`src/rtl/lprf_pkg.sv`:
```
// types, codes and helper functions of the length-prefixed packet ring fifo
// no dependencies
package lprf_pkg;

    localparam int RING_DEPTH = 1024;
    localparam int PTR_W      = $clog2(RING_DEPTH);
    localparam int MAX_PACKET = 64;
    localparam int SIZE_W     = 11;
    localparam int LEN_W      = 8;
    localparam int BYTE_W     = 8;
    localparam int RLEN_W     = 7;
    localparam int CMD_W      = 2;
    localparam int ST_W       = 2;

    localparam logic [CMD_W-1:0] CMD_START = 2'd0;
    localparam logic [CMD_W-1:0] CMD_DATA  = 2'd1;
    localparam logic [CMD_W-1:0] CMD_GET   = 2'd2;

    localparam logic [ST_W-1:0] ST_OK    = 2'd0;
    localparam logic [ST_W-1:0] ST_FULL  = 2'd1;
    localparam logic [ST_W-1:0] ST_EMPTY = 2'd2;
    localparam logic [ST_W-1:0] ST_ERR   = 2'd3;

    localparam logic [SIZE_W-1:0] RING_SIZE_MAX = SIZE_W'(RING_DEPTH);
    localparam logic [SIZE_W-1:0] RING_SIZE_MIN = SIZE_W'(2);

    typedef struct packed {
        logic [CMD_W-1:0]  command;
        logic [LEN_W-1:0]  packet_length;
        logic [BYTE_W-1:0] data_byte;
    } t_in_item;

    typedef struct packed {
        logic [BYTE_W-1:0] out_byte;
        logic              last;
        logic [ST_W-1:0]   status;
        logic [RLEN_W-1:0] returned_length;
        logic [SIZE_W-1:0] used_bytes;
    } t_out_item;

    // one entry of the front-to-back queue
    typedef struct packed {
        logic              is_get;
        logic [ST_W-1:0]   status;
        logic [SIZE_W-1:0] used;
    } t_job;

    typedef struct packed {
        logic              en;
        logic [PTR_W-1:0]  addr;
        logic [BYTE_W-1:0] data;
    } t_ram_wr;

    typedef struct packed {
        logic              done;
        logic [SIZE_W-1:0] used;
    } t_get_done;

    function automatic logic [SIZE_W-1:0] clamp_size(input logic [SIZE_W-1:0] v);
        logic [SIZE_W-1:0] r;
        r = v;
        if (v < RING_SIZE_MIN) r = RING_SIZE_MIN;
        if (v > RING_SIZE_MAX) r = RING_SIZE_MAX;
        return r;
    endfunction

    function automatic logic [PTR_W-1:0] advance(input logic [PTR_W-1:0] p,
                                                 input logic [SIZE_W-1:0] size);
        logic [SIZE_W-1:0] inc;
        logic [PTR_W-1:0]  r;
        inc = SIZE_W'(p) + SIZE_W'(1);
        if (inc >= size) r = '0;
        else             r = inc[PTR_W-1:0];
        return r;
    endfunction

endpackage

```
`src/rtl/lprf_job_queue.sv`:
```
// two-entry queue of result jobs between front and back
// depends on lprf_pkg
module lprf_job_queue (
    input  logic            i_clk,
    input  logic            i_rst_n,
    input  logic            i_push,
    input  lprf_pkg::t_job  i_job,
    input  logic            i_pop,
    output lprf_pkg::t_job  o_job,
    output logic            o_full,
    output logic            o_empty
);

    lprf_pkg::t_job r_mem [2];
    logic           r_wr_ptr;
    logic           r_rd_ptr;
    logic [1:0]     r_count;
    logic           n_wr_ptr;
    logic           n_rd_ptr;
    logic [1:0]     n_count;

    always_comb begin
        n_wr_ptr = r_wr_ptr;
        n_rd_ptr = r_rd_ptr;
        n_count  = r_count;
        if (i_push) begin
            n_wr_ptr = ~r_wr_ptr;
        end
        if (i_pop) begin
            n_rd_ptr = ~r_rd_ptr;
        end
        if (i_push && !i_pop) begin
            n_count = r_count + 2'd1;
        end else if (!i_push && i_pop) begin
            n_count = r_count - 2'd1;
        end
    end

    always_ff @(posedge i_clk) begin
        if (!i_rst_n) begin
            r_wr_ptr <= 1'b0;
            r_rd_ptr <= 1'b0;
            r_count  <= 2'd0;
        end else begin
            r_wr_ptr <= n_wr_ptr;
            r_rd_ptr <= n_rd_ptr;
            r_count  <= n_count;
        end
    end

    always_ff @(posedge i_clk) begin
        if (i_push) begin
            r_mem[r_wr_ptr] <= i_job;
        end
    end

    assign o_job   = r_mem[r_rd_ptr];
    assign o_full  = (r_count == 2'd2);
    assign o_empty = (r_count == 2'd0);

endmodule

```
`config.mk`:
```
export PLATFORM = sky130hd
export DESIGN_NAME = lprf_job_queue
export DESIGN_NICKNAME = d
export VERILOG_FILES = /design/src/rtl/lprf_pkg.sv /design/src/rtl/lprf_job_queue.sv
export SDC_FILE = /design/constraint.sdc
export NUM_CORES = 1
export LEC_CHECK = 0
export ABC_CLOCK_PERIOD_IN_PS = 1850
export BUFFER_PORTS_ARGS = -buffer_cell sky130_fd_sc_hd__buf_4
export CAP_MARGIN = 15
export CELL_PAD_IN_SITES_DETAIL_PLACEMENT = 0
export CELL_PAD_IN_SITES_GLOBAL_PLACEMENT = 1
export CORE_MARGIN = 10
export CORE_UTILIZATION = 41
export DETAILED_ROUTE_END_ITERATION = 8
export GPL_TIMING_DRIVEN = 0
export PLACE_DENSITY = 0.75
export REMOVE_ABC_BUFFERS = 1
export SLEW_MARGIN = 20
export SYNTH_ARGS = -nofsm -noshare
export SYNTH_HDL_FRONTEND = slang
export SYNTH_SLANG_ARGS = --single-unit
```
`constraint.sdc`:
```
create_clock -name i_clk -period 1.85 [get_ports i_clk]
set_input_delay 0.2775 -clock i_clk [delete_from_list [all_inputs] [get_ports i_clk]]
set_output_delay 0.2775 -clock i_clk [all_outputs]
set_load 0.01 [all_outputs]
```
After elaboration in Yosys (flattened, before gate mapping):

Memory sizes are Yosys's and may differ from the RTL's. A register that Yosys moved wholly into a read port is not among the register bits.
Index checks and enable logic that the tools add are counted.
Widths: inputs -> output; s select.

* word-level logic and storage cells: 21
* RAM bits: 28
* memories kept: 1
* register bits: 4
* input port bits: 18

* multiplexer cells: 6
* bitwise operators: 2
* reduce and logical (&&, ||, !) cells: 6
* add/subtract/negate cells: 2
* equal/unequal tests: 1

Memory list
* r_mem: depth 2, bits a word 14, read ports 1, clocked after memory_dff 1, wr ports 1, RTL line lprf_job_queue.sv:14 `lprf_pkg::t_job r_mem [2];`

Operators by type and width (count)
* $mux 1: 4
* $mux 2: 2
* $add 2x1->2 const B: 1
* $eq 2x2->1 const B: 1
* $logic_and 1x1->1: 2
* $logic_not 1->1: 2
* $logic_not 2->1: 1
* $not 1->1: 2
* $reduce_bool 2->1: 1
* $sub 2x1->2 const B: 1

Longest topological paths before layout:

* depth after elaboration: 4
* depth in mapped cells: 5
* depth with buffers taken out: 5

Least setup slack after synthesis:

Ideal clock, no wire load.

* path type: flip-flop to flip-flop
* start: register r_wr_ptr
* end: memory r_mem[0][0] in the netlist's numbering (enable)
* arrival: 0.991 ns
* path slack: 0.472 ns
* setup time: 0.387 ns
* cell stages (with the launch flop): 2
* buffers on the path: 0
* cells stage by stage: dfxtp_1 nor2b_1

RTL lines
* start, declared: RTL line lprf_job_queue.sv:15 `logic r_wr_ptr;`
* start signal, assigned: RTL line lprf_job_queue.sv:45 `r_wr_ptr <= n_wr_ptr;`
* end, declared: RTL line lprf_job_queue.sv:14

Straight into the memory's write port.

==> results.sh <==
export IMPL_mappedNetlistArea_um2=1220
export IMPL_path_clk_slew_ns=0.10
export IMPL_path_buf_inv=1
export IMPL_std_cell_rows=19
export IMPL_dp_final_hpwl_mm=1.48
export IMPL_synthMuxAreaShare_pct=12.9
export IMPL_start_util_pct=43.7
export IMPL_place_inst=128
export IMPL_avgSynthCellArea_um2=18.8
export IMPL_nets=123
export IMPL_worstMarginPinSlew_ns=0.798
export IMPL_finalHoldViolations=0
export IMPL_design_area_um2=1560
export IMPL_viasPerCell=4.79
export IMPL_holdPathStages=1
export IMPL_insertion_delay_ns=0.32
export IMPL_drive_gt1_share_pct=53.3
export IMPL_antenna_found_initial=0
export IMPL_crit_arrival_ns=1.41
export IMPL_finish_utilization_pct=55.5
export IMPL_r2r_slack_ns=0.51
export IMPL_maxCapViolations=0
export IMPL_start_kind="register"
export IMPL_drcViolationCount=0
export IMPL_post_cts_buffers=0
export IMPL_place_area_um2=1510
export IMPL_async_reset_ff_share_pct=0
export IMPL_antenna_cells=0
export IMPL_die_x_um=74.7
export IMPL_rr_endpoint="r_mem[0][9]$_DFFE_PP_"
export IMPL_cts_sinks=33
export IMPL_syn_inst=65
export IMPL_coreArea_um2=2810
export IMPL_crit_required_ns=1.57
export IMPL_ios=34
export IMPL_totalWireLength_mm=2.08
export IMPL_first_pass_iters=4
export IMPL_holdWs_ns=0.130
export IMPL_finalSetupViolations=0
export IMPL_syn2layout_area_growth_pct=27.2
export IMPL_fin_ws_ns=0.167
export IMPL_powerDensity_nw_per_um2=926
export IMPL_clockRootBuffer="clkbuf_4"
export IMPL_synth_top_family_by_area="multiplexers"
export IMPL_crit_family="flip-flops"
export IMPL_cts_made_buffers=5
export IMPL_slowest_stage="dfxtp_2"
export IMPL_ys_seq_elements=33
export IMPL_synthFlopType="edfxtp_1"
export IMPL_first_iter_violations=36
export IMPL_yosysWarnings=0
export IMPL_fmaxAchievable_mhz=594
export IMPL_numPortBuffers=33
export IMPL_final_min_clock_period_ns=1.68
export IMPL_grt_setup_unrepaired="false"
export IMPL_num_vias=652
export IMPL_htreeDepth=2
export IMPL_multi_input_area_um2=275
export IMPL_grt_usage_pct=7.89
export IMPL_endpoint_kind="output port"
export IMPL_worstPathCellList="mux2_2, buf_4"
export IMPL_tns_ns=0
export IMPL_die_y_um=74.7
export IMPL_grt_pass1_vias=667
export IMPL_synth_edf_count=28
export IMPL_cts_tree="done"
export IMPL_grt_max_degree=16
export IMPL_seq_area_um2=942
export IMPL_cts_buffer_depth=2
export IMPL_r2r_start="r_wr_ptr$_SDFFE_PN0P_"
export IMPL_p_leak_nw=0.604
export IMPL_clock_skew_ns=0.00960
export IMPL_ir_worst_vdd_mv=0.530
export IMPL_critPathMaxFanout=14
export IMPL_critPathMaxStageDelay_ns=0.55
export IMPL_ys_types=16
export IMPL_die_area_um2=5570
export IMPL_num_fill_cells=243
export IMPL_ctsHoldBuffers=0
export IMPL_synth_compound_area_share_pct=1.63
export IMPL_seq_area_frac_synth_pct=76.8
export IMPL_grt_overflow_total=0
export IMPL_status="finished clean"
export IMPL_worstSetupPathType="register to output port"
export IMPL_place_gp_congestion=0.677
export IMPL_timing_final_crit_share_pct=91.0
export IMPL_hp_start="i_job[2]"
export IMPL_relSlewSlack_pct=46.6
export IMPL_yosys_area_share_simple_pct=4.60
export IMPL_hp_class="input pin to register"
export IMPL_pre_cts_slack_ns=0.275
export IMPL_grt_pass1_wl_mm=3.14
export IMPL_power_mw=1.44
export IMPL_yosys_area_share_xor_xnor_pct=2.15
export IMPL_synth_adder_area_share_pct=1.02
export IMPL_routedWlPerCell_um=15.3
export IMPL_worst_r2r_cell_count=1
export IMPL_min_to="r_mem[0][2]$_DFFE_PP_"
export IMPL_post_layout_nonfiller_instances=136
export IMPL_slew_violations=0
export IMPL_ant_nets=0
## how the worst max path moves through the flow
stage / from / endpoint / cells after the start
detailed placement: register / o_job[6] / 2
CTS: register / o_job[1] / 2
finish: register / o_job[1] / 2
global route: register / o_job[5] / 2
global placement: i_push / r_mem[0][10]$_DFFE_PP_ / 2
floorplan: r_wr_ptr$_SDFFE_PN0P_ / r_mem[0][0]$_DFFE_PP_ / 1
## placed cells by master (no fill, tap or decap), drive strengths merged, types with 2 or more instances in the layout
cell type and count:
clkbuf 5, edfxtp 28, nor2b 2, and2 4, dfxtp 5, clkinv 3
xor2 2, buf 33, mux2 14
## routing by layer
| layer | part of all wire, % | vias up | global-route usage, % |
|---|---|---|---|
| met3 | 11 | 5 | 6.04 |
| met2 | 47 | 25 | 12.5 |
| met1 | 40 | 298 | 7.44 |
| met5 | 0 | - | 0 |
| met4 | 1.7 | 0 | 3.78 |
| li1 | - | 324 | - |
## flip-flops by register name (all words and copies together), names as in the netlist, named ones only
| signal | count |
|---|---|
| r_mem | 28 |
| r_count | 2 |
| r_rd_ptr | 1 |
| r_wr_ptr | 1 |
## kinds of logic (layout without fill, tap and decap cells)
kind of cell,after synthesis,in the layout
AOI/OAI and AO/OA,3,3
muxes,14,14
xor gates and xnor gates,3,3
and+or+nand+nor,9,9
adders and majority gates,1,1
buffers and inverters,2,42
DFF,33,33
## synthesized netlist by cell type, types with 2 or more instances
cell,number,area share [%]
dfxtp_1,5,8.2
xor2_1,2,1.4
edfxtp_1,28,69
nor2b_1,2,1.0
mux2_2,14,13
and2_1,4,2.0
## area by class of cell
| class | instances | area share [%] |
|---|---|---|
| sequential | 33 | 60.5 |
| multi-input combinational | 30 | 17.7 |
| timing repair buffer | 33 | 15.9 |
| tap | 31 | 2.49 |
| clock buffer | 5 | 2.41 |
| clock inverter | 3 | 0.803 |
| inverter | 1 | 0.241 |
## timing repair
action / 4_1_cts / 5_1_grt
resized for setup: 1 / 0
hold endpoints to repair: 0 / 0
endpoints found under the setup margin: 14 / 0
## power breakdown
| group | internal (mW) | leakage, nW | switching [mW] |
|---|---|---|---|
| Clock | 0.137 | 0.0300 | 0.222 |
| Combinational | 0.122 | 0.269 | 0.0807 |
| Sequential | 0.855 | 0.305 | 0.0261 |
| Total | 1.11 | 0.604 | 0.329 |
Power figures use the tool's default switching activity.
