## config.mk

```make
export PLATFORM = sky130hd
export DESIGN_NAME = lprf_back
export DESIGN_NICKNAME = d
export VERILOG_FILES = /design/src/rtl/lprf_pkg.sv /design/src/rtl/lprf_back.sv
export SDC_FILE = /design/constraint.sdc
export NUM_CORES = 1
export LEC_CHECK = 0
export ABC_AREA = 1
export CORE_ASPECT_RATIO = 0.9
export CORE_MARGIN = 4
export CORE_UTILIZATION = 30
export CTS_CLUSTER_DIAMETER = 150
export DETAILED_ROUTE_END_ITERATION = 16
export DONT_BUFFER_PORTS = 1
export GPL_ROUTABILITY_DRIVEN = 0
export SYNTH_ARGS = -nofsm -noshare
export SYNTH_HDL_FRONTEND = slang
export SYNTH_SLANG_ARGS = --single-unit
```

## constraint.sdc

```tcl
create_clock -name i_clk -period 6.1 [get_ports i_clk]
set_input_delay 0.915 -clock i_clk [delete_from_list [all_inputs] [get_ports i_clk]]
set_output_delay 0.915 -clock i_clk [all_outputs]
set_load 0.02 [all_outputs]
```

## src/rtl/lprf_pkg.sv

```systemverilog
// types, codes and helper functions of the length-prefixed packet ring fifo
// no dependencies
package lprf_pkg;

    localparam int RING_DEPTH = 1024;
    localparam int PTR_W      = $clog2(RING_DEPTH);
    localparam int MAX_PACKET = 64;
    localparam int SIZE_W     = 11;
    localparam int LEN_W      = 8;
    localparam int BYTE_W     = 8;
    localparam int RLEN_W     = 7;
    localparam int CMD_W      = 2;
    localparam int ST_W       = 2;

    localparam logic [CMD_W-1:0] CMD_START = 2'd0;
    localparam logic [CMD_W-1:0] CMD_DATA  = 2'd1;
    localparam logic [CMD_W-1:0] CMD_GET   = 2'd2;

    localparam logic [ST_W-1:0] ST_OK    = 2'd0;
    localparam logic [ST_W-1:0] ST_FULL  = 2'd1;
    localparam logic [ST_W-1:0] ST_EMPTY = 2'd2;
    localparam logic [ST_W-1:0] ST_ERR   = 2'd3;

    localparam logic [SIZE_W-1:0] RING_SIZE_MAX = SIZE_W'(RING_DEPTH);
    localparam logic [SIZE_W-1:0] RING_SIZE_MIN = SIZE_W'(2);

    typedef struct packed {
        logic [CMD_W-1:0]  command;
        logic [LEN_W-1:0]  packet_length;
        logic [BYTE_W-1:0] data_byte;
    } t_in_item;

    typedef struct packed {
        logic [BYTE_W-1:0] out_byte;
        logic              last;
        logic [ST_W-1:0]   status;
        logic [RLEN_W-1:0] returned_length;
        logic [SIZE_W-1:0] used_bytes;
    } t_out_item;

    // one entry of the front-to-back queue
    typedef struct packed {
        logic              is_get;
        logic [ST_W-1:0]   status;
        logic [SIZE_W-1:0] used;
    } t_job;

    typedef struct packed {
        logic              en;
        logic [PTR_W-1:0]  addr;
        logic [BYTE_W-1:0] data;
    } t_ram_wr;

    typedef struct packed {
        logic              done;
        logic [SIZE_W-1:0] used;
    } t_get_done;

    function automatic logic [SIZE_W-1:0] clamp_size(input logic [SIZE_W-1:0] v);
        logic [SIZE_W-1:0] r;
        r = v;
        if (v < RING_SIZE_MIN) r = RING_SIZE_MIN;
        if (v > RING_SIZE_MAX) r = RING_SIZE_MAX;
        return r;
    endfunction

    function automatic logic [PTR_W-1:0] advance(input logic [PTR_W-1:0] p,
                                                 input logic [SIZE_W-1:0] size);
        logic [SIZE_W-1:0] inc;
        logic [PTR_W-1:0]  r;
        inc = SIZE_W'(p) + SIZE_W'(1);
        if (inc >= size) r = '0;
        else             r = inc[PTR_W-1:0];
        return r;
    endfunction

endpackage

```

## src/rtl/lprf_back.sv

```systemverilog
// back end: drains queued jobs, reads packets out of the ring, drives the output register
// depends on lprf_pkg
module lprf_back (
    input  logic                           i_clk,
    input  logic                           i_rst_n,
    input  logic                           i_cfg_we,
    input  logic [lprf_pkg::SIZE_W-1:0]    i_ring_size,
    input  logic                           i_q_empty,
    input  lprf_pkg::t_job                 i_job,
    output logic                           o_pop,
    output logic                           o_rd_en,
    output logic [lprf_pkg::PTR_W-1:0]     o_rd_addr,
    input  logic [lprf_pkg::BYTE_W-1:0]    i_rd_data,
    output lprf_pkg::t_get_done            o_done,
    output logic                           o_out_valid,
    input  logic                           i_out_ready,
    output lprf_pkg::t_out_item            o_out_item
);

    localparam logic [2:0] S_IDLE  = 3'd0;
    localparam logic [2:0] S_HDR   = 3'd1;
    localparam logic [2:0] S_SETUP = 3'd2;
    localparam logic [2:0] S_EMIT  = 3'd3;
    localparam logic [2:0] S_ZERO  = 3'd4;

    logic [2:0]                  r_state, n_state;
    logic [lprf_pkg::PTR_W-1:0]  r_rp, n_rp;
    logic [lprf_pkg::PTR_W-1:0]  r_rp_end, n_rp_end;
    logic [lprf_pkg::RLEN_W-1:0] r_count, n_count;
    logic [lprf_pkg::RLEN_W-1:0] r_left, n_left;
    logic [lprf_pkg::SIZE_W-1:0] r_job_used, n_job_used;
    logic [lprf_pkg::SIZE_W-1:0] r_used_after, n_used_after;
    logic                        r_out_valid, n_out_valid;
    lprf_pkg::t_out_item         r_out, n_out;

    logic                        out_free;
    logic [lprf_pkg::RLEN_W-1:0] hdr_count;
    logic [lprf_pkg::SIZE_W-1:0] end_sum;

    assign out_free = !r_out_valid || i_out_ready;

    // header above the packet limit is saturated
    assign hdr_count = (i_rd_data > lprf_pkg::BYTE_W'(lprf_pkg::MAX_PACKET)) ?
                       lprf_pkg::RLEN_W'(lprf_pkg::MAX_PACKET) :
                       lprf_pkg::RLEN_W'(i_rd_data);
    assign end_sum   = lprf_pkg::SIZE_W'(r_rp) + lprf_pkg::SIZE_W'(r_count);

    always_comb begin
        n_state      = r_state;
        n_rp         = r_rp;
        n_rp_end     = r_rp_end;
        n_count      = r_count;
        n_left       = r_left;
        n_job_used   = r_job_used;
        n_used_after = r_used_after;
        n_out_valid  = r_out_valid && !i_out_ready;
        n_out        = r_out;
        o_pop        = 1'b0;
        o_rd_en      = 1'b0;
        o_done       = '0;

        case (r_state)
            S_IDLE: begin
                if (!i_q_empty) begin
                    if (i_job.is_get) begin
                        // header read at the read pointer
                        o_pop      = 1'b1;
                        o_rd_en    = 1'b1;
                        n_job_used = i_job.used;
                        n_state    = S_HDR;
                    end else if (out_free) begin
                        o_pop                 = 1'b1;
                        n_out_valid           = 1'b1;
                        n_out.out_byte        = '0;
                        n_out.last            = 1'b1;
                        n_out.status          = i_job.status;
                        n_out.returned_length = '0;
                        n_out.used_bytes      = i_job.used;
                    end
                end
            end
            S_HDR: begin
                n_count = hdr_count;
                n_left  = hdr_count;
                n_rp    = lprf_pkg::advance(r_rp, i_ring_size);
                n_state = S_SETUP;
            end
            S_SETUP: begin
                if (end_sum >= i_ring_size) begin
                    n_rp_end = lprf_pkg::PTR_W'(end_sum - i_ring_size);
                end else begin
                    n_rp_end = lprf_pkg::PTR_W'(end_sum);
                end
                n_used_after = r_job_used - lprf_pkg::SIZE_W'(r_count) - lprf_pkg::SIZE_W'(1);
                if (r_count == '0) begin
                    n_state = S_ZERO;
                end else begin
                    o_rd_en = 1'b1;
                    n_rp    = lprf_pkg::advance(r_rp, i_ring_size);
                    n_state = S_EMIT;
                end
            end
            S_EMIT: begin
                if (out_free) begin
                    n_out_valid           = 1'b1;
                    n_out.out_byte        = i_rd_data;
                    n_out.last            = (r_left == lprf_pkg::RLEN_W'(1));
                    n_out.status          = lprf_pkg::ST_OK;
                    n_out.returned_length = r_count;
                    n_out.used_bytes      = r_used_after;
                    if (r_left == lprf_pkg::RLEN_W'(1)) begin
                        o_done.done = 1'b1;
                        o_done.used = r_used_after;
                        n_rp        = r_rp_end;
                        n_state     = S_IDLE;
                    end else begin
                        o_rd_en = 1'b1;
                        n_rp    = lprf_pkg::advance(r_rp, i_ring_size);
                        n_left  = r_left - lprf_pkg::RLEN_W'(1);
                    end
                end
            end
            S_ZERO: begin
                if (out_free) begin
                    n_out_valid           = 1'b1;
                    n_out.out_byte        = '0;
                    n_out.last            = 1'b1;
                    n_out.status          = lprf_pkg::ST_OK;
                    n_out.returned_length = '0;
                    n_out.used_bytes      = r_used_after;
                    o_done.done           = 1'b1;
                    o_done.used           = r_used_after;
                    n_rp                  = r_rp_end;
                    n_state               = S_IDLE;
                end
            end
            default: begin
                n_state = S_IDLE;
            end
        endcase

        if (i_cfg_we) begin
            n_rp    = '0;
            n_state = S_IDLE;
        end
    end

    always_ff @(posedge i_clk) begin
        if (!i_rst_n) begin
            r_state     <= S_IDLE;
            r_rp        <= '0;
            r_out_valid <= 1'b0;
        end else begin
            r_state     <= n_state;
            r_rp        <= n_rp;
            r_out_valid <= n_out_valid;
        end
    end

    always_ff @(posedge i_clk) begin
        r_rp_end     <= n_rp_end;
        r_count      <= n_count;
        r_left       <= n_left;
        r_job_used   <= n_job_used;
        r_used_after <= n_used_after;
        r_out        <= n_out;
    end

    assign o_rd_addr   = r_rp;
    assign o_out_valid = r_out_valid;
    assign o_out_item  = r_out;

endmodule

```

; After elaboration in Yosys (flattened, before gate mapping)
; Index checks and enable logic that the tools add are counted.
[classes]
n_addsub = 6
mul = 0
n_div = 0
magnitude_cmp = 3
n_eq_ne = 14
n_shift = 0
muxes = 42
bitwise = 2
n_reduce_logical = 16
[op_table]
columns = op, n
row1 = two-way mux 29 bit, 5
row2 = one-hot mux 29 bit (3 select lines), 1
row3 = two-way mux 10 bit, 6
row4 = one-hot mux 10 bit (4 select lines), 1
row5 = two-way mux 12 bit, 3
row6 = one-hot mux 12 bit (2 select lines), 1
row7 = greater-or-equal comparator 11 bit, 2
row8 = two-way mux 7 bit, 3
row9 = two-way mux 3 bit, 6
row10 = inequality test 2 bit (second input constant), 9
row11 = one-hot mux 3 bit (5 select lines), 1
row12 = one-hot mux 7 bit (2 select lines), 1
row13 = two-way mux 1 bit, 12
row14 = adder 10 x 1 -> 11 bit (second input constant), 1
row15 = adder 10 x 7 -> 11 bit, 1
row16 = subtractor 11 x 1 -> 11 bit (second input constant), 1
row17 = subtractor 11 x 7 -> 11 bit, 1
row18 = subtractor 10 bit, 1
row19 = > comparator 8 x 7 -> 1 bit (second input constant), 1
row20 = == test 7 x 1 -> 1 bit (second input constant), 1
row21 = zero test 7 bit, 1
row22 = subtractor 7 x 1 -> 7 bit (second input constant), 1
row23 = == test 3 x 2 -> 1 bit (second input constant), 2
row24 = AND reduction 3 bit, 2
row25 = other kinds (16), 19
[word_totals]
regBits = 89
latch_bits = 0
mem_bits_rw = 0
mem_bits_ro = 0
in_bits = 38
out_inout_bits = 54
elab_cells = 96
memories = 0

; Longest topological paths before layout
[logic_depth]
ltp_word = 6
depth_mapped = 20
ltp_nobuf = 19

; Worst setup path after synthesis
; No wires, ideal clock.
[synth_path]
kind = register to register
startpoint = reg r_rp (netlist bit o_rd_addr[0])
endpoint = reg r_rp_end[2] (netlist name), data pin
setup_ns = 0.258
t_arrival_ns = 2.756
required_time_ns = 5.842
setup_slack_ns = 3.086
path_stages_with_launch = 20
synth_period_minus_slack_ns = 3.014
path_cell_list = dfxtp_1 > ha_1 > inv_1 > fa_1 > inv_1 > nand3_1 > nand3_1 > nand3_1 > nand2_1 > nand2_1 > nand2_1 > inv_1 > ha_1 > inv_1 > o21bai_1 > a21boi_0 > nand3_1 > nor2_2 > buf_6 > o21ai_1
[synth_via]
elab_chain_cells = 3
elab_cells_between_ends = 4
[synth_lines]
columns = element, line_no
row1 = from (decl), lprf_back.sv:27  ; logic [lprf_pkg::PTR_W-1:0] r_rp, n_rp;
row2 = from (signal assigned), lprf_back.sv:155  ; r_rp <= n_rp;
row3 = adder 10 x 7 -> 11 bit *, lprf_back.sv:46  ; assign end_sum = lprf_pkg::SIZE_W'(r_rp) + lprf_pkg::SIZE_W'(r_count);
row4 = subtractor 10 bit or greater-or-equal comparator 11 bit (tied branches), "lprf_back.sv:90, lprf_back.sv:89"
row5 = two-way mux 10 bit *, lprf_back.sv:89  ; if (end_sum >= i_ring_size) begin
row6 = to (signal assigned), lprf_back.sv:161  ; r_rp_end <= n_rp_end;
row7 = to (decl), lprf_back.sv:28  ; logic [lprf_pkg::PTR_W-1:0] r_rp_end, n_rp_end;
; Mark *: on every way between the ends. The rest lies on a longest branch, timed or not.
; A chain may end at the register's enable or synchronous reset.

; Worst setup path after layout
[layout_path]
startpoint = reg r_rp (netlist bit o_rd_addr[0])
endpoint = reg r_rp_end[5] (netlist name), data pin
; Same word-level chain as after synthesis.

==> qor.yml <==
global_routing:
  grt.total_usage_pct: 13.1
  grt_pass1_wl_um: 22200
  antenna_found_initial: 0
  overflow: 0
  grt_max_degree: 24
  grt_pass1_vias: 4163
drt:
  wire_per_inst_um: 14.9
  top_layer_used: "met4"
  antenna_left: 0
  routed_wl_um: 13800
  vias_per_cell: 4.60
  wl_met3_um: 926
  drtIter0Drc: 327
  drtPass1Iterations: 5
  via_count: 4243
  drc: 0
  wl_met1_um: 6390
  route.met2.wl_um: 6190
layout:
  diodes: 0
  syn2layout_area_growth_pct: 9.70
  fin_cells: 922
  drive_gt1_share_pct: 10.8
  layout.nets: 752
synth:
  synth_top_cell_area_share_pct: 39.3
  netlist.top_cell.by_area: "edfxtp_1"
  ys_ff_latch: 89
  async_reset_ff_share_pct: 0
  synth_common_cells: "nand2_1 (143), inv_1 (109), edfxtp_1 (75), nor2_1 (75), nand3_1 (47)"
  syn_area_per_cell_um2: 8.54
  synth_area_leaders: "edfxtp_1 (39%), nand2_1 (9.4%), ha_1 (8.5%)"
  synthCells: 671
  synth.most_common_cell: "nand2_1"
  synth_cell_types: 41
  synth_edf_count: 75
  netlist_area_um2: 5730
  synth_warnings: 0
  yosysSeqAreaShare_pct: 44.2
  ys.flop_type: "edfxtp_1"
  synth_nets: 751
sta:
  final.setup_skew_ns: 0.00939
  period_minus_slack_ns: 3.56
  rsz0062_at_grt: "no"
  tightest_slew_ns: 1.05
  relSlewSlack_pct: 30.0
  setup-violations-final: 0
  final_hold_viol_count: 0
  max_clock_freq_mhz: 281
  setup_tns_ns: 0
  drv_slew: 0
  fin_crit_sh_pct: 58.4
floorplanning:
  fp.dieH_um: 139
  core-area_um2: 18600
  pin_count: 92
  die_area_um2: 21400
  die_x_um: 154
  fp-row-count: 47
  initial_core_util_pct: 30.8
setup_path:
  rrSetupSlack_ns: 2.54
  crit_arrival_ns: 3.64
  rr_startpoint: "o_rd_addr[0]"
  worstSetupEndpointType: "register"
  worstSetupPathType: "reg -> reg"
  r2r_end: "r_rp_end[5]"
  rr_worst_depth: 18
  setup.worst_path.start_class: "register"
  cp_max_fo: 12
  critical_path_required_ns: 6.18
power:
  power.density_nw_per_um2: 228
  total_power_w: 0.00143
  leakagePower_nw: 2.89
  ir_drop_mv: 0.134
clock_network:
  post_cts_resized: 0
  insertion_delay_ns: 0.35
  cts-root-buf: "clkbuf_16"
  numCtsBuffers: 9
  cts_setup_buffers: 0
  cts_sinks: 89
  cts_buffer_depth: 2
  clkTransAtPathRegs_ns: 0.07
  cts_tree: "built"
  hold_buffers: 0
  h-tree-depth: 3
worst_hold_path:
  holdPathEnd: "o_out_item[8]"
  hp-class: "reg -> reg"
  hold_depth: 2
  hp-start: "r_used_after[8]"
placed_design:
  hpwl_um: 10900
  placed_cells: 906
  port_buffers: 0
job:
  maxCapViolations: 0
status:
  outcome: "completed"
[worst max path at each step]
| stage | slack (ns) | depth (start not counted) | end | startpoint |
|---|---|---|---|---|
| CTS | 2.55 | 18 | r_rp_end[5] | o_rd_addr[0] |
| floorplan | 3.09 | 19 | r_rp_end[2] | o_rd_addr[0] |
| global route | 2.15 | 18 | r_rp_end[5] | o_rd_addr[0] |
| detailed placement | 2.58 | 18 | r_rp_end[5] | o_rd_addr[0] |
| global placement | 2.66 | 18 | r_rp_end[5] | o_rd_addr[0] |
| finish | 2.54 | 18 | r_rp_end[5] | o_rd_addr[0] |
[stage by stage]
stage	setup WS, ns	util [%]	instance area (µm²)	hold WS (ns)
finish	2.54	33.8	6280	0.545
global placement	2.66	32.1	5960	0.535
CTS	2.55	33.8	6280	0.549
detailed placement	2.58	32.1	5960	0.531
global route	2.15	33.8	6280	0.567
floorplan	3.09	-	5730	0.513
[cell usage in the layout (no fill, tap or decap), types with 2 or more instances in the layout]
| master | Yosys | routed |
|---|---|---|
| nand2_4 | 3 | 3 |
| edfxtp_1 | 75 | 75 |
| ha_1 | 39 | 39 |
| nand2_2 | 3 | 3 |
| xnor2_1 | 10 | 10 |
| fa_1 | 3 | 3 |
| o21bai_1 | 2 | 2 |
| a21o_1 | 4 | 4 |
| nor2_4 | 3 | 3 |
| a21oi_2 | 13 | 13 |
| a31oi_1 | 4 | 4 |
| xor2_1 | 20 | 20 |
| inv_6 | 0 | 3 |
| nand3_1 | 47 | 47 |
| o21ai_1 | 5 | 5 |
| a21boi_0 | 2 | 2 |
| a21oi_1 | 16 | 16 |
| o21ai_0 | 25 | 25 |
| a211oi_1 | 2 | 2 |
| nand2_1 | 143 | 143 |
| nor2_2 | 23 | 23 |
| inv_1 | 109 | 109 |
| buf_4 | 1 | 2 |
| nand4_1 | 4 | 4 |
| inv_2 | 4 | 4 |
| clkbuf_16 | 0 | 11 |
| nor2_1 | 75 | 75 |
| nand3_4 | 2 | 2 |
| dfxtp_1 | 14 | 14 |
[sequential cells by signal, indices dropped and copies added, names as in the netlist]
signal	count
o_rd_addr	10
r_count	7
r_job_used	11
o_out_item	29
r_left	7
r_used_after	11
o_out_valid	1
r_state	3
r_rp_end	10
[critical path: stages (launching register included)]
cell and delay, ns:
dfxtp_1 0.57, ha_1 0.24, inv_1 0.05, fa_1 0.42, inv_1 0.09, nand3_1 0.07, nand3_1 0.11, nand3_1 0.11
nand2_1 0.09, nand2_1 0.06, nand2_1 0.07, inv_1 0.05, ha_1 0.32, inv_1 0.09, o21bai_1 0.09, a21boi_0 0.23
nand3_1 0.12, nor2_2 0.36, o21ai_1 0.13
[report_power, final]
group          leakage [nW]  internal (W)  switching (W)  total (W)
Sequential            0.813      0.000683      0.0000275   0.000711
Combinational          1.92     0.0000483      0.0000915   0.000140
Clock                 0.159      0.000334       0.000250   0.000584
Total                  2.89       0.00107       0.000369    0.00143
[kinds of logic (layout without fill, tap and decap cells)]
group | after synthesis | after routing | share of synthesized area (%)
adders and majority gates | 42 | 42 | 9.57
xor gates and xnor gates | 30 | 30 | 4.59
buffers and inverters | 126 | 132 | 9.11
AOI/OAI and AO/OA | 76 | 76 | 8.23
DFF | 89 | 89 | 44.2
and+or+nand+nor | 308 | 308 | 24.3
[routing by layer]
metal | vias to the layer above | GRT usage [%]
met3 | 16 | 4.27
met2 | 119 | 20.4
met1 | 1935 | 17.7
met5 | - | 0
met4 | 0 | 3.21
li1 | 2173 | -
[cell type report]
cell class | instances | area [µm²]
Sequential cell | 89 | 2530
Tap cell | 245 | 307
Fill cell | 1970 | 12300
Clock inverter | 5 | 46.3
Inverter | 114 | 428
Multi-Input combinational cell | 456 | 2680
Clock buffer | 11 | 275
Timing Repair Buffer | 2 | 15.0
No activity file was read; power rests on OpenSTA's default activity.
