**src/rtl/lprf_pkg.sv**
```systemverilog
// types, codes and helper functions of the length-prefixed packet ring fifo
// no dependencies
package lprf_pkg;

    localparam int RING_DEPTH = 1024;
    localparam int PTR_W      = $clog2(RING_DEPTH);
    localparam int MAX_PACKET = 64;
    localparam int SIZE_W     = 11;
    localparam int LEN_W      = 8;
    localparam int BYTE_W     = 8;
    localparam int RLEN_W     = 7;
    localparam int CMD_W      = 2;
    localparam int ST_W       = 2;

    localparam logic [CMD_W-1:0] CMD_START = 2'd0;
    localparam logic [CMD_W-1:0] CMD_DATA  = 2'd1;
    localparam logic [CMD_W-1:0] CMD_GET   = 2'd2;

    localparam logic [ST_W-1:0] ST_OK    = 2'd0;
    localparam logic [ST_W-1:0] ST_FULL  = 2'd1;
    localparam logic [ST_W-1:0] ST_EMPTY = 2'd2;
    localparam logic [ST_W-1:0] ST_ERR   = 2'd3;

    localparam logic [SIZE_W-1:0] RING_SIZE_MAX = SIZE_W'(RING_DEPTH);
    localparam logic [SIZE_W-1:0] RING_SIZE_MIN = SIZE_W'(2);

    typedef struct packed {
        logic [CMD_W-1:0]  command;
        logic [LEN_W-1:0]  packet_length;
        logic [BYTE_W-1:0] data_byte;
    } t_in_item;

    typedef struct packed {
        logic [BYTE_W-1:0] out_byte;
        logic              last;
        logic [ST_W-1:0]   status;
        logic [RLEN_W-1:0] returned_length;
        logic [SIZE_W-1:0] used_bytes;
    } t_out_item;

    // one entry of the front-to-back queue
    typedef struct packed {
        logic              is_get;
        logic [ST_W-1:0]   status;
        logic [SIZE_W-1:0] used;
    } t_job;

    typedef struct packed {
        logic              en;
        logic [PTR_W-1:0]  addr;
        logic [BYTE_W-1:0] data;
    } t_ram_wr;

    typedef struct packed {
        logic              done;
        logic [SIZE_W-1:0] used;
    } t_get_done;

    function automatic logic [SIZE_W-1:0] clamp_size(input logic [SIZE_W-1:0] v);
        logic [SIZE_W-1:0] r;
        r = v;
        if (v < RING_SIZE_MIN) r = RING_SIZE_MIN;
        if (v > RING_SIZE_MAX) r = RING_SIZE_MAX;
        return r;
    endfunction

    function automatic logic [PTR_W-1:0] advance(input logic [PTR_W-1:0] p,
                                                 input logic [SIZE_W-1:0] size);
        logic [SIZE_W-1:0] inc;
        logic [PTR_W-1:0]  r;
        inc = SIZE_W'(p) + SIZE_W'(1);
        if (inc >= size) r = '0;
        else             r = inc[PTR_W-1:0];
        return r;
    endfunction

endpackage

```
**src/rtl/lprf_front.sv**
```systemverilog
// front end: accepts words, tracks packet write state, writes the ring, queues jobs
// depends on lprf_pkg
module lprf_front (
    input  logic                           i_clk,
    input  logic                           i_rst_n,
    input  logic                           i_in_valid,
    output logic                           o_in_ready,
    input  lprf_pkg::t_in_item             i_in_item,
    input  logic                           i_cfg_we,
    input  logic [lprf_pkg::SIZE_W-1:0]    i_cfg_data,
    input  lprf_pkg::t_get_done            i_done,
    input  logic                           i_q_full,
    output logic                           o_push,
    output lprf_pkg::t_job                 o_job,
    output lprf_pkg::t_ram_wr              o_wr,
    output logic [lprf_pkg::SIZE_W-1:0]    o_ring_size
);

    logic [lprf_pkg::PTR_W-1:0]  r_wp, n_wp;
    logic [lprf_pkg::SIZE_W-1:0] r_used, n_used;
    logic [lprf_pkg::RLEN_W-1:0] r_remaining, n_remaining;
    logic                        r_open, n_open;
    logic                        r_dropping, n_dropping;
    logic                        r_get_pending, n_get_pending;
    logic [lprf_pkg::SIZE_W-1:0] r_ring_size, n_ring_size;

    logic                        accept;
    logic [lprf_pkg::SIZE_W-1:0] free_bytes;
    logic [lprf_pkg::SIZE_W-1:0] need_bytes;
    logic                        no_room;

    assign o_in_ready = !r_get_pending && !i_q_full;
    assign accept     = i_in_valid && o_in_ready;
    assign free_bytes = r_ring_size - r_used;
    assign need_bytes = lprf_pkg::SIZE_W'(i_in_item.packet_length) + lprf_pkg::SIZE_W'(1);
    assign no_room    = (free_bytes <= need_bytes);

    always_comb begin
        n_wp          = r_wp;
        n_used        = r_used;
        n_remaining   = r_remaining;
        n_open        = r_open;
        n_dropping    = r_dropping;
        n_get_pending = r_get_pending;
        n_ring_size   = r_ring_size;
        o_push        = 1'b0;
        o_job         = '0;
        o_wr          = '0;

        if (accept) begin
            o_push      = 1'b1;
            o_job.used  = r_used;
            o_job.status = lprf_pkg::ST_OK;
            case (i_in_item.command)
                lprf_pkg::CMD_START: begin
                    if (r_open || r_dropping ||
                        i_in_item.packet_length > lprf_pkg::LEN_W'(lprf_pkg::MAX_PACKET)) begin
                        o_job.status = lprf_pkg::ST_ERR;
                    end else if (no_room) begin
                        o_job.status = lprf_pkg::ST_FULL;
                        if (i_in_item.packet_length != '0) begin
                            n_dropping  = 1'b1;
                            n_remaining = lprf_pkg::RLEN_W'(i_in_item.packet_length);
                        end
                    end else begin
                        // header byte holds the length
                        o_wr.en    = 1'b1;
                        o_wr.addr  = r_wp;
                        o_wr.data  = i_in_item.packet_length;
                        n_wp       = lprf_pkg::advance(r_wp, r_ring_size);
                        n_used     = r_used + lprf_pkg::SIZE_W'(1);
                        o_job.used = n_used;
                        if (i_in_item.packet_length != '0) begin
                            n_open      = 1'b1;
                            n_remaining = lprf_pkg::RLEN_W'(i_in_item.packet_length);
                        end
                    end
                end
                lprf_pkg::CMD_DATA: begin
                    if (r_open) begin
                        o_wr.en     = 1'b1;
                        o_wr.addr   = r_wp;
                        o_wr.data   = i_in_item.data_byte;
                        n_wp        = lprf_pkg::advance(r_wp, r_ring_size);
                        n_used      = r_used + lprf_pkg::SIZE_W'(1);
                        o_job.used  = n_used;
                        n_remaining = r_remaining - lprf_pkg::RLEN_W'(1);
                        if (r_remaining == lprf_pkg::RLEN_W'(1)) begin
                            n_open = 1'b0;
                        end
                    end else if (r_dropping) begin
                        o_job.status = lprf_pkg::ST_FULL;
                        n_remaining  = r_remaining - lprf_pkg::RLEN_W'(1);
                        if (r_remaining == lprf_pkg::RLEN_W'(1)) begin
                            n_dropping = 1'b0;
                        end
                    end else begin
                        o_job.status = lprf_pkg::ST_ERR;
                    end
                end
                lprf_pkg::CMD_GET: begin
                    if (r_open) begin
                        o_job.status = lprf_pkg::ST_ERR;
                    end else if (r_used == '0) begin
                        o_job.status = lprf_pkg::ST_EMPTY;
                    end else begin
                        // hold off input until the back end has read the whole packet
                        o_job.is_get  = 1'b1;
                        n_get_pending = 1'b1;
                    end
                end
                default: begin
                    o_job.status = lprf_pkg::ST_ERR;
                end
            endcase
        end

        if (i_done.done) begin
            n_used        = i_done.used;
            n_get_pending = 1'b0;
        end

        if (i_cfg_we) begin
            n_ring_size   = lprf_pkg::clamp_size(i_cfg_data);
            n_wp          = '0;
            n_used        = '0;
            n_remaining   = '0;
            n_open        = 1'b0;
            n_dropping    = 1'b0;
            n_get_pending = 1'b0;
        end
    end

    always_ff @(posedge i_clk) begin
        if (!i_rst_n) begin
            r_wp          <= '0;
            r_used        <= '0;
            r_remaining   <= '0;
            r_open        <= 1'b0;
            r_dropping    <= 1'b0;
            r_get_pending <= 1'b0;
            r_ring_size   <= lprf_pkg::clamp_size(lprf_pkg::RING_SIZE_MAX);
        end else begin
            r_wp          <= n_wp;
            r_used        <= n_used;
            r_remaining   <= n_remaining;
            r_open        <= n_open;
            r_dropping    <= n_dropping;
            r_get_pending <= n_get_pending;
            r_ring_size   <= n_ring_size;
        end
    end

    assign o_ring_size = r_ring_size;

endmodule

```
**config.mk**
```make
export PLATFORM = sky130hd
export DESIGN_NAME = lprf_front
export DESIGN_NICKNAME = d
export VERILOG_FILES = /design/src/rtl/lprf_pkg.sv /design/src/rtl/lprf_front.sv
export SDC_FILE = /design/constraint.sdc
export NUM_CORES = 1
export LEC_CHECK = 0
export ABC_AREA = 1
export ABC_CLOCK_PERIOD_IN_PS = 3400
export BUFFER_PORTS_ARGS = -buffer_cell sky130_fd_sc_hd__buf_4
export CORE_MARGIN = 3
export CORE_UTILIZATION = 50
export CTS_CLUSTER_SIZE = 24
export DETAILED_ROUTE_END_ITERATION = 6
export PLACE_DENSITY = 0.77
export SYNTH_ARGS = -nofsm -noshare
export SYNTH_HDL_FRONTEND = slang
export SYNTH_SLANG_ARGS = --single-unit
```
**constraint.sdc**
```tcl
create_clock -name i_clk -period 3.4 [get_ports i_clk]
set_input_delay 0.51 -clock i_clk [delete_from_list [all_inputs] [get_ports i_clk]]
set_output_delay 0.51 -clock i_clk [all_outputs]
set_load 0.05 [all_outputs]
```
; ---- Word level (Yosys, flattened, before mapping)
; Index checks and enable logic that the tools add are counted.
[op_classes]
n_addsub = 5
magnitude_cmp = 5
eq_ne = 10
mux = 46
bitwise = 3
n_reduce_logical = 18
[ops]
columns = op, count
row1 = $mux W11, 7
row2 = $mux W19, 4
row3 = $mux W10, 4
row4 = $pmux W19 S2, 1
row5 = $mux W7, 4
row6 = $pmux W11 S2, 1
row7 = $pmux W10 S2, 1
row8 = $reduce_and A5 Y1, 3
row9 = $mux W1, 14
row10 = $mux W14, 1
row11 = $pmux W7 S2, 1
row12 = $ne A2 B2 Y1 const B, 6
row13 = $add A10 B1 Y11 const B, 1
row14 = $add A11 B1 Y11 const B, 1
row15 = $ge A11 B11 Y1, 1
row16 = $gt A11 B11 Y1 const B, 1
row17 = $le A11 B9 Y1, 1
row18 = $logic_not A11 Y1, 1
row19 = $lt A11 B2 Y1 const B, 1
row20 = $sub A11 B11 Y11, 1
row21 = $mux W2, 5
row22 = $add A8 B1 Y9 const B, 1
row23 = $gt A8 B7 Y1 const B, 1
row24 = $reduce_bool A8 Y1, 1
row25 = 17 further kinds, 24
[totals]
regBits = 42
inputBits = 46

; ---- Depth between registers and ports, before layout
; Gate-level depths: netlist of run 1.
[logic_depth]
word_depth = 7
mapped_depth = 25

; ---- Worst setup path before layout of run 1
; OpenSTA, ideal clock, no wires.
[synth_timing]
path_type = reg-to-output
startpoint = reg r_ring_size (netlist bit o_ring_size[0])
endpoint = out o_job[2] (netlist name)
arrival_time_ps = 3842
required_time_ps = 2890
slack_ps = -952
path_stages_with_launch = 21
path_buffers = 1
path_cell_list = dfxtp_1 -> inv_1 -> ha_1 -> fa_1 -> inv_1 -> a21oi_1 -> nor2_1 -> nor2_1 -> xnor2_1 -> ha_1 -> nand2_1 -> nor3_1 -> nand2_1 -> nand3_1 -> nand2_1 -> nand3_4 -> buf_6 -> nand2_4 -> nand2_4 -> nand3_1 -> a21boi_1
[synth_rtl]
columns = element, line_no
row1 = start: declaration, lprf_front.sv:25  ; logic [lprf_pkg::SIZE_W-1:0] r_ring_size, n_ring_size;
row2 = start signal: assignment, lprf_front.sv:142  ; r_ring_size <= lprf_pkg::clamp_size(lprf_pkg::RING_SIZE_MAX);
row3 = start signal: assignment, lprf_front.sv:150  ; r_ring_size <= n_ring_size;
row4 = end: declaration, lprf_front.sv:14  ; output lprf_pkg::t_job o_job,

==> impl_metrics.ini, run 1 <==
[grt]
grt_remaining_overflow = 0
number_of_antenna_violations_at_the_first_check_in_global_routing = 1
vias_in_the_first_global_route = 4931
grt_pass1_wl_mm = 22.9
grt_start_max_net_pins = 20
global_route.usage.total_pct = 28.7

[yosys]
synth.net_count = 751
netlist_instances = 667
yosys.area.top_type = sky130_fd_sc_hd__dfxtp_1
asyncSetResetFlopFracSynth_pct = 0
synth_warnings = 0
mappedNetlistArea_sq_mm = 0.00420
synth.area.top_cells = sky130_fd_sc_hd__dfxtp_1 (20%), sky130_fd_sc_hd__nand2_1 (13%), sky130_fd_sc_hd__ha_1 (11%), sky130_fd_sc_hd__inv_1 (8.2%), sky130_fd_sc_hd__nand3_1 (6.3%)
synth_enable_flop_cells = 0
ys_seq_elements = 42
syn_area_per_cell_sq_um = 6.30
synth_top_area_share_pct = 20.0
seq_area_frac_synth_pct = 20.0
yosysUniqueCellTypes = 45
postSynth.topFlopCell = sky130_fd_sc_hd__dfxtp_1

[layout]
layout.cells.non_filler = 935
mostFrequentLayoutCell = sky130_fd_sc_hd__nand2_1
area_growth_pct = 52.8
commonest_non_fill_non_tap_cells_in_the_layout = sky130_fd_sc_hd__nand2_1 (137), sky130_fd_sc_hd__buf_4 (130), sky130_fd_sc_hd__inv_1 (87), sky130_fd_sc_hd__nor2_1 (56), sky130_fd_sc_hd__nand3_1 (34)
share_of_final_layout_standard_cells_stronger_than_drive_strength_1_pct = 37.1
finish.net_count = 916
antenna-diode-count = 0

[power_and_ir_drop]
clock_group_share_of_total_power_pct = 23.5
swShare_pct = 39.7
worst_ir_drop_vdd_mv = 0.190
power.share.sequential_pct = 33.0
power.density_mw_per_mm2 = 244
comb_power_share_pct = 43.4
cellLeakagePower_nw = 3.08
power.internal_mw = 0.944
switchingPower_mw = 0.623

[route]
routed-wl-met2_mm = 7.77
drt_pre_antenna_iters = 7
drt-vias-per-instance = 5.83
drtAntennaViolNets = 0
avgRoutedWirePerCell_um = 17.1
drt_iter0_markers = 407
vias = 5451
wl_met1_mm = 6.14
final_routed_wirelength_mm = 16.0
detailroute.wirelength.met3_mm = 1.51
route.detailed.drc = 0
highest_metal_used = met5

[setup_path]
crit_slowest_cell = sky130_fd_sc_hd__dfxtp_2
worstPathArrival_ns = 3.39
critical_path.startpoint_type = register
critical_path.startpoint = r_used[4]
critPathMaxStageDelay_ns = 0.35
critical-path-top-delay-family = simple AND/OR/NAND/NOR gates
r2r_slack_ns = -0.43
top_fanout_value_on_the_critical_path = 6
timing.reg2reg.worst_path_depth = 27
critical_path.endpoint_type = output port
cp.buffers_inverters = 5
crit-reg2reg-launch = o_ring_size[0]
critPathKind = register to output port
timing.critical_path.cells = inv_2 > ha_4 > nand2_2 > inv_1 > nand2_1 > nand2_2 > a21oi_2 > buf_4 > xnor2_1 > ha_1 > nand2_1 > nor3_2 > nand2_1 > nand3_2 > nand2_2 > nand3_4 > nand3_4 > buf_12 > nand3_2 > nand3_2 > and2_4 > buf_8
crit-reg2reg-capture = r_used[9]
cp_data_required_time_ns = 2.89

[place]
io_buffers = 91
place_congestion = 0.970
dp.final_hpwl_mm = 10.7
preCtsSetupSlack_ns = -0.252
post-place-cells = 898

[clocking]
cts_buffers = 5
htree_num_levels = 2
insertion_delay_ns = 0.31
cts.clk_slew.worst_paths_ns = 0.10
clock_sinks = 42
cts_root_buffer = sky130_fd_sc_hd__clkbuf_8
tritoncts = yes
ctsLongestPathBuffers = 2
cts_hold_buffers = 0

[worst_hold_path]
hold_end = o_ring_size[10]
hold_start = i_rst_n
hold_path_depth = 2
hp-class = input pin to register

[sta]
worst_slew_margin_rel_pct = 32.2
max_clock_freq_mhz = 257
finalHoldViolations = 0
report.final.setup_viol = 32
finalCriticalPeriod_ns = 3.90
worstMarginPinSlew_ns = 1.01
final_min_period_over_clock_period_pct = 115
rsz0062_at_grt = true
skew_ns = 0.0177
worst_hold_slack_ns = 0.425
drv_slew = 0
post-route-worst-setup-slack_ns = -0.498
setup-tns-final_ns = -12.81

[run]
max_cap_violations = 0

[floorplanning]
fp_rows = 32
initial_core_util_pct = 53.0
ios = 92
core_area_sq_mm = 0.00793
dieWidth_um = 97.7
dieHeight_um = 97.7
fp.dieArea_sq_mm = 0.00954

[run_status]
violations = negative setup slack
run_status = finished, violations left
## how the worst max path moves through the flow
stage	to	slack, ns	depth (start not counted)
3_3_place_gp	o_job[6]	-0.13	20
3_5_place_dp	o_wr[10]	-0.25	19
5_1_grt	o_job[8]	-0.68	22
4_1_cts	o_job[6]	-0.49	21
2_1_floorplan	o_wr[10]	-0.17	21
6_report	o_job[8]	-0.50	22
## per-stage QoR
| step | utilization (%) | total power [mW] | cell area (sq um) |
|---|---|---|---|
| 2_1_floorplan | - | 0.900 | 4430 |
| 3_3_place_gp | 70.2 | 1.08 | 5560 |
| 3_5_place_dp | 70.2 | 1.09 | 5560 |
| 4_1_cts | 77.2 | 1.50 | 6120 |
| 5_1_grt | 81.0 | 1.64 | 6420 |
| 6_report | 81.0 | 1.57 | 6420 |
## cells by family (layout without fill, tap and decap cells)
| group | Yosys count | in the layout | synth area share [%] |
|---|---|---|---|
| flip-flops | 42 | 42 | 20.0 |
| AND/OR/NAND/NOR | 333 | 334 | 37.2 |
| AO/OA/AOI/OAI | 110 | 110 | 14.6 |
| XOR/XNOR | 24 | 24 | 5.00 |
| buffers and inverters | 120 | 285 | 11.7 |
| adder cells (fa/ha/maj) | 38 | 38 | 11.5 |
## final cells by class
cell class | instances | area, sq um
fillers | 551 | 1510
well taps | 102 | 128
repair buffers | 174 | 1550
inverters | 103 | 395
clock inverters | 3 | 28.8
clock buffers | 5 | 68.8
multi-input cells | 506 | 3390
flip-flops and latches | 42 | 861
## timing repair
action,in CTS,in global routing
pin swaps,26,36
gates cloned,1,0
resized for setup,71,54
setup endpoints to repair,30,43
setup buffers,20,14
## per-layer routing
metal | GRT usage [%] | vias up
li1 | - | 2517
met1 | 36.2 | 2534
met2 | 49.7 | 332
met3 | 6.03 | 66
met4 | 7.56 | 2
met5 | 0 | -
## flip-flops by register name, indices dropped and copies added, names as in the netlist
| name | cells |
|---|---|
| r_open | 1 |
| r_get_pending | 1 |
| r_remaining | 7 |
| r_dropping | 1 |
| r_wp | 10 |
| r_used | 11 |
| o_ring_size | 11 |
## power by group through the flow
stage | sequential [mW] | clock, mW | combinational (mW)
after floorplan | 0.545 | 0 | 0.355
after global placement | 0.525 | 0 | 0.555
after detailed placement | 0.526 | 0 | 0.567
after CTS | 0.516 | 0.366 | 0.616
after global routing | 0.519 | 0.392 | 0.732
final | 0.518 | 0.369 | 0.680
## cells in the mapped netlist, types with 4 or more instances
library cell,n
sky130_fd_sc_hd__nand2_1,150
sky130_fd_sc_hd__inv_1,92
sky130_fd_sc_hd__nor2_1,57
sky130_fd_sc_hd__nand3_1,53
sky130_fd_sc_hd__dfxtp_1,42
sky130_fd_sc_hd__a21oi_1,41
sky130_fd_sc_hd__ha_1,37
sky130_fd_sc_hd__o21ai_0,26
sky130_fd_sc_hd__nand4_1,19
sky130_fd_sc_hd__nor2_2,13
sky130_fd_sc_hd__xor2_1,13
sky130_fd_sc_hd__o21ai_1,12
sky130_fd_sc_hd__inv_2,11
sky130_fd_sc_hd__o22ai_1,11
sky130_fd_sc_hd__xnor2_1,11
sky130_fd_sc_hd__clkbuf_1,9
sky130_fd_sc_hd__nor3_1,9
sky130_fd_sc_hd__nand2_2,8
sky130_fd_sc_hd__and2_1,6
sky130_fd_sc_hd__nand2_4,5
sky130_fd_sc_hd__o211ai_1,4
No activity file was read; power rests on OpenSTA's default activity.
==> run 2, diff against run 1 <==
==> constraint.sdc (replaced) <==
create_clock -name i_clk -period 3.4 [get_ports i_clk]
set_input_delay 0.17 -clock i_clk [delete_from_list [all_inputs] [get_ports i_clk]]
set_output_delay 0.17 -clock i_clk [all_outputs]
set_load 0.05 [all_outputs]
==> run 2 against run 1 <==
The run still ends with negative setup slack left. Flip-flop and latch count unchanged. Cell count decreased by 4.8%. Global-route usage decreased by 0.85 points. Design area decreased by 9.0%. Register-to-register slack improved by 0.57 ns. Count of clock-buffer cells in the layout increased by 2. Critical endpoint is now o_job[7]. Largest cell class unchanged.
==> impl_metrics.ini, run 2 (synthesized netlist as in run 1, its figures left out) <==
[run_status]
run_status = finished, violations left
violations = negative setup slack

[sta]
post-route-worst-setup-slack_ns = -0.149
final_min_period_over_clock_period_pct = 104
finalHoldViolations = 0
finalCriticalPeriod_ns = 3.55
rsz0062_at_grt = true
report.final.setup_viol = 17
worst_slew_margin_rel_pct = 53.0
skew_ns = 0.0117
worst_hold_slack_ns = 0.0943
setup-tns-final_ns = -1.61
worstMarginPinSlew_ns = 0.696
drv_slew = 0
max_clock_freq_mhz = 282

[layout]
antenna-diode-count = 0
commonest_non_fill_non_tap_cells_in_the_layout = sky130_fd_sc_hd__nand2_1 (140), sky130_fd_sc_hd__buf_4 (95), sky130_fd_sc_hd__inv_1 (87), sky130_fd_sc_hd__nor2_1 (57), sky130_fd_sc_hd__nand3_1 (44)
share_of_final_layout_standard_cells_stronger_than_drive_strength_1_pct = 31.3
utilization_pct = 73.7
area_growth_pct = 39.0
mostFrequentLayoutCell = sky130_fd_sc_hd__nand2_1
finish.net_count = 871
finish.instance_area_sq_mm = 0.00584
layout.cells.non_filler = 890

[clocking]
cts.clk_slew.worst_paths_ns = 0.09
insertion_delay_ns = 0.31
tritoncts = yes
ctsLongestPathBuffers = 2
cts_buffers = 5
htree_num_levels = 2
cts_hold_buffers = 0
clock_sinks = 42
cts_root_buffer = sky130_fd_sc_hd__clkbuf_8

[run]
max_cap_violations = 0

[floorplanning]
fp_rows = 32
dieWidth_um = 97.7
core_area_sq_mm = 0.00793
initial_core_util_pct = 53.0
fp.dieArea_sq_mm = 0.00954
dieHeight_um = 97.7
ios = 92

[place]
placed_area_sq_mm = 0.00525
place_congestion = 1.00
preCtsSetupSlack_ns = 0.0214
io_buffers = 91
post-place-cells = 871
dp.final_hpwl_mm = 10.5

[grt]
global_route.usage.total_pct = 27.9
vias_in_the_first_global_route = 4691
number_of_antenna_violations_at_the_first_check_in_global_routing = 1
grt_pass1_wl_mm = 22.2
grt_remaining_overflow = 0
grt_start_max_net_pins = 22

[power_and_ir_drop]
worst_ir_drop_vdd_mv = 0.200
power.density_mw_per_mm2 = 269
power_mw = 1.57
cellLeakagePower_nw = 2.83

[setup_path]
critical-path-top-delay-family = adder cells
cp_data_required_time_ns = 3.23
critPathMaxStageDelay_ns = 0.37
timing.reg2reg.worst_path_depth = 21
critical_path.startpoint_type = register
critical_path.endpoint_type = output port
top_fanout_value_on_the_critical_path = 6
critPathKind = register to output port
crit_slowest_cell = sky130_fd_sc_hd__dfxtp_4
timing.critical_path.cells = inv_4 > ha_4 > fa_2 > inv_4 > a21oi_4 > buf_6 > xnor2_2 > ha_1 > a21o_1 > o21bai_1 > nand3_1 > nand2_2 > nand3_4 > nand3_4 > nand2_4 > buf_6 > nand2_1 > nand3_2 > and2_4 > buf_8
cp.buffers_inverters = 5
worstPathArrival_ns = 3.38
worst-path-stages = 20

[route]
final_routed_wirelength_mm = 14.1
drt_pre_antenna_iters = 7
drtAntennaViolNets = 0
avgRoutedWirePerCell_um = 15.9
vias = 5055
route.detailed.drc = 0
drt-vias-per-instance = 5.68
drt_iter0_markers = 339

[worst_hold_path]
hold_path_depth = 2
hp-class = input pin to register
-- run 2: worst paths after layout --
path	startpoint	to	slack, ns
max	o_ring_size[0]	o_job[7]	-0.15
min	i_rst_n	o_ring_size[10]	0.09
max reg2reg	o_ring_size[0]	r_wp[9]	0.14
min reg2reg	r_get_pending	r_get_pending	0.48
-- run 2: final cells by class --
class | count | area, sq um
timing repair buffer | 130 | 1150
clock buffer | 7 | 86.3
fill | 653 | 2080
inverter | 103 | 392
clock inverter | 1 | 30.0
tap | 102 | 128
sequential | 42 | 857
multi-input combinational | 505 | 3200
-- run 2: power breakdown --
part / switching (mW) / total, mW / internal, mW
Sequential: 0.0148 / 0.519 / 0.504
Clock: 0.185 / 0.425 / 0.240
Combinational: 0.376 / 0.628 / 0.253
Total: 0.576 / 1.57 / 0.997
-- run 2: layer usage --
metal	track usage, %	vias to the layer above	wire, um
met4	7.77	2	444
li1	-	2429	-
met2	48.0	257	6670
met5	0	-	11
met3	4.02	53	1080
met1	36.2	2314	5930
-- run 2: timing repair --
action	in CTS	in global routing
setup endpoints to repair	30	42
gates cloned	0	0
setup buffers	10	4
gates resized for setup	51	44
pin swaps	18	10
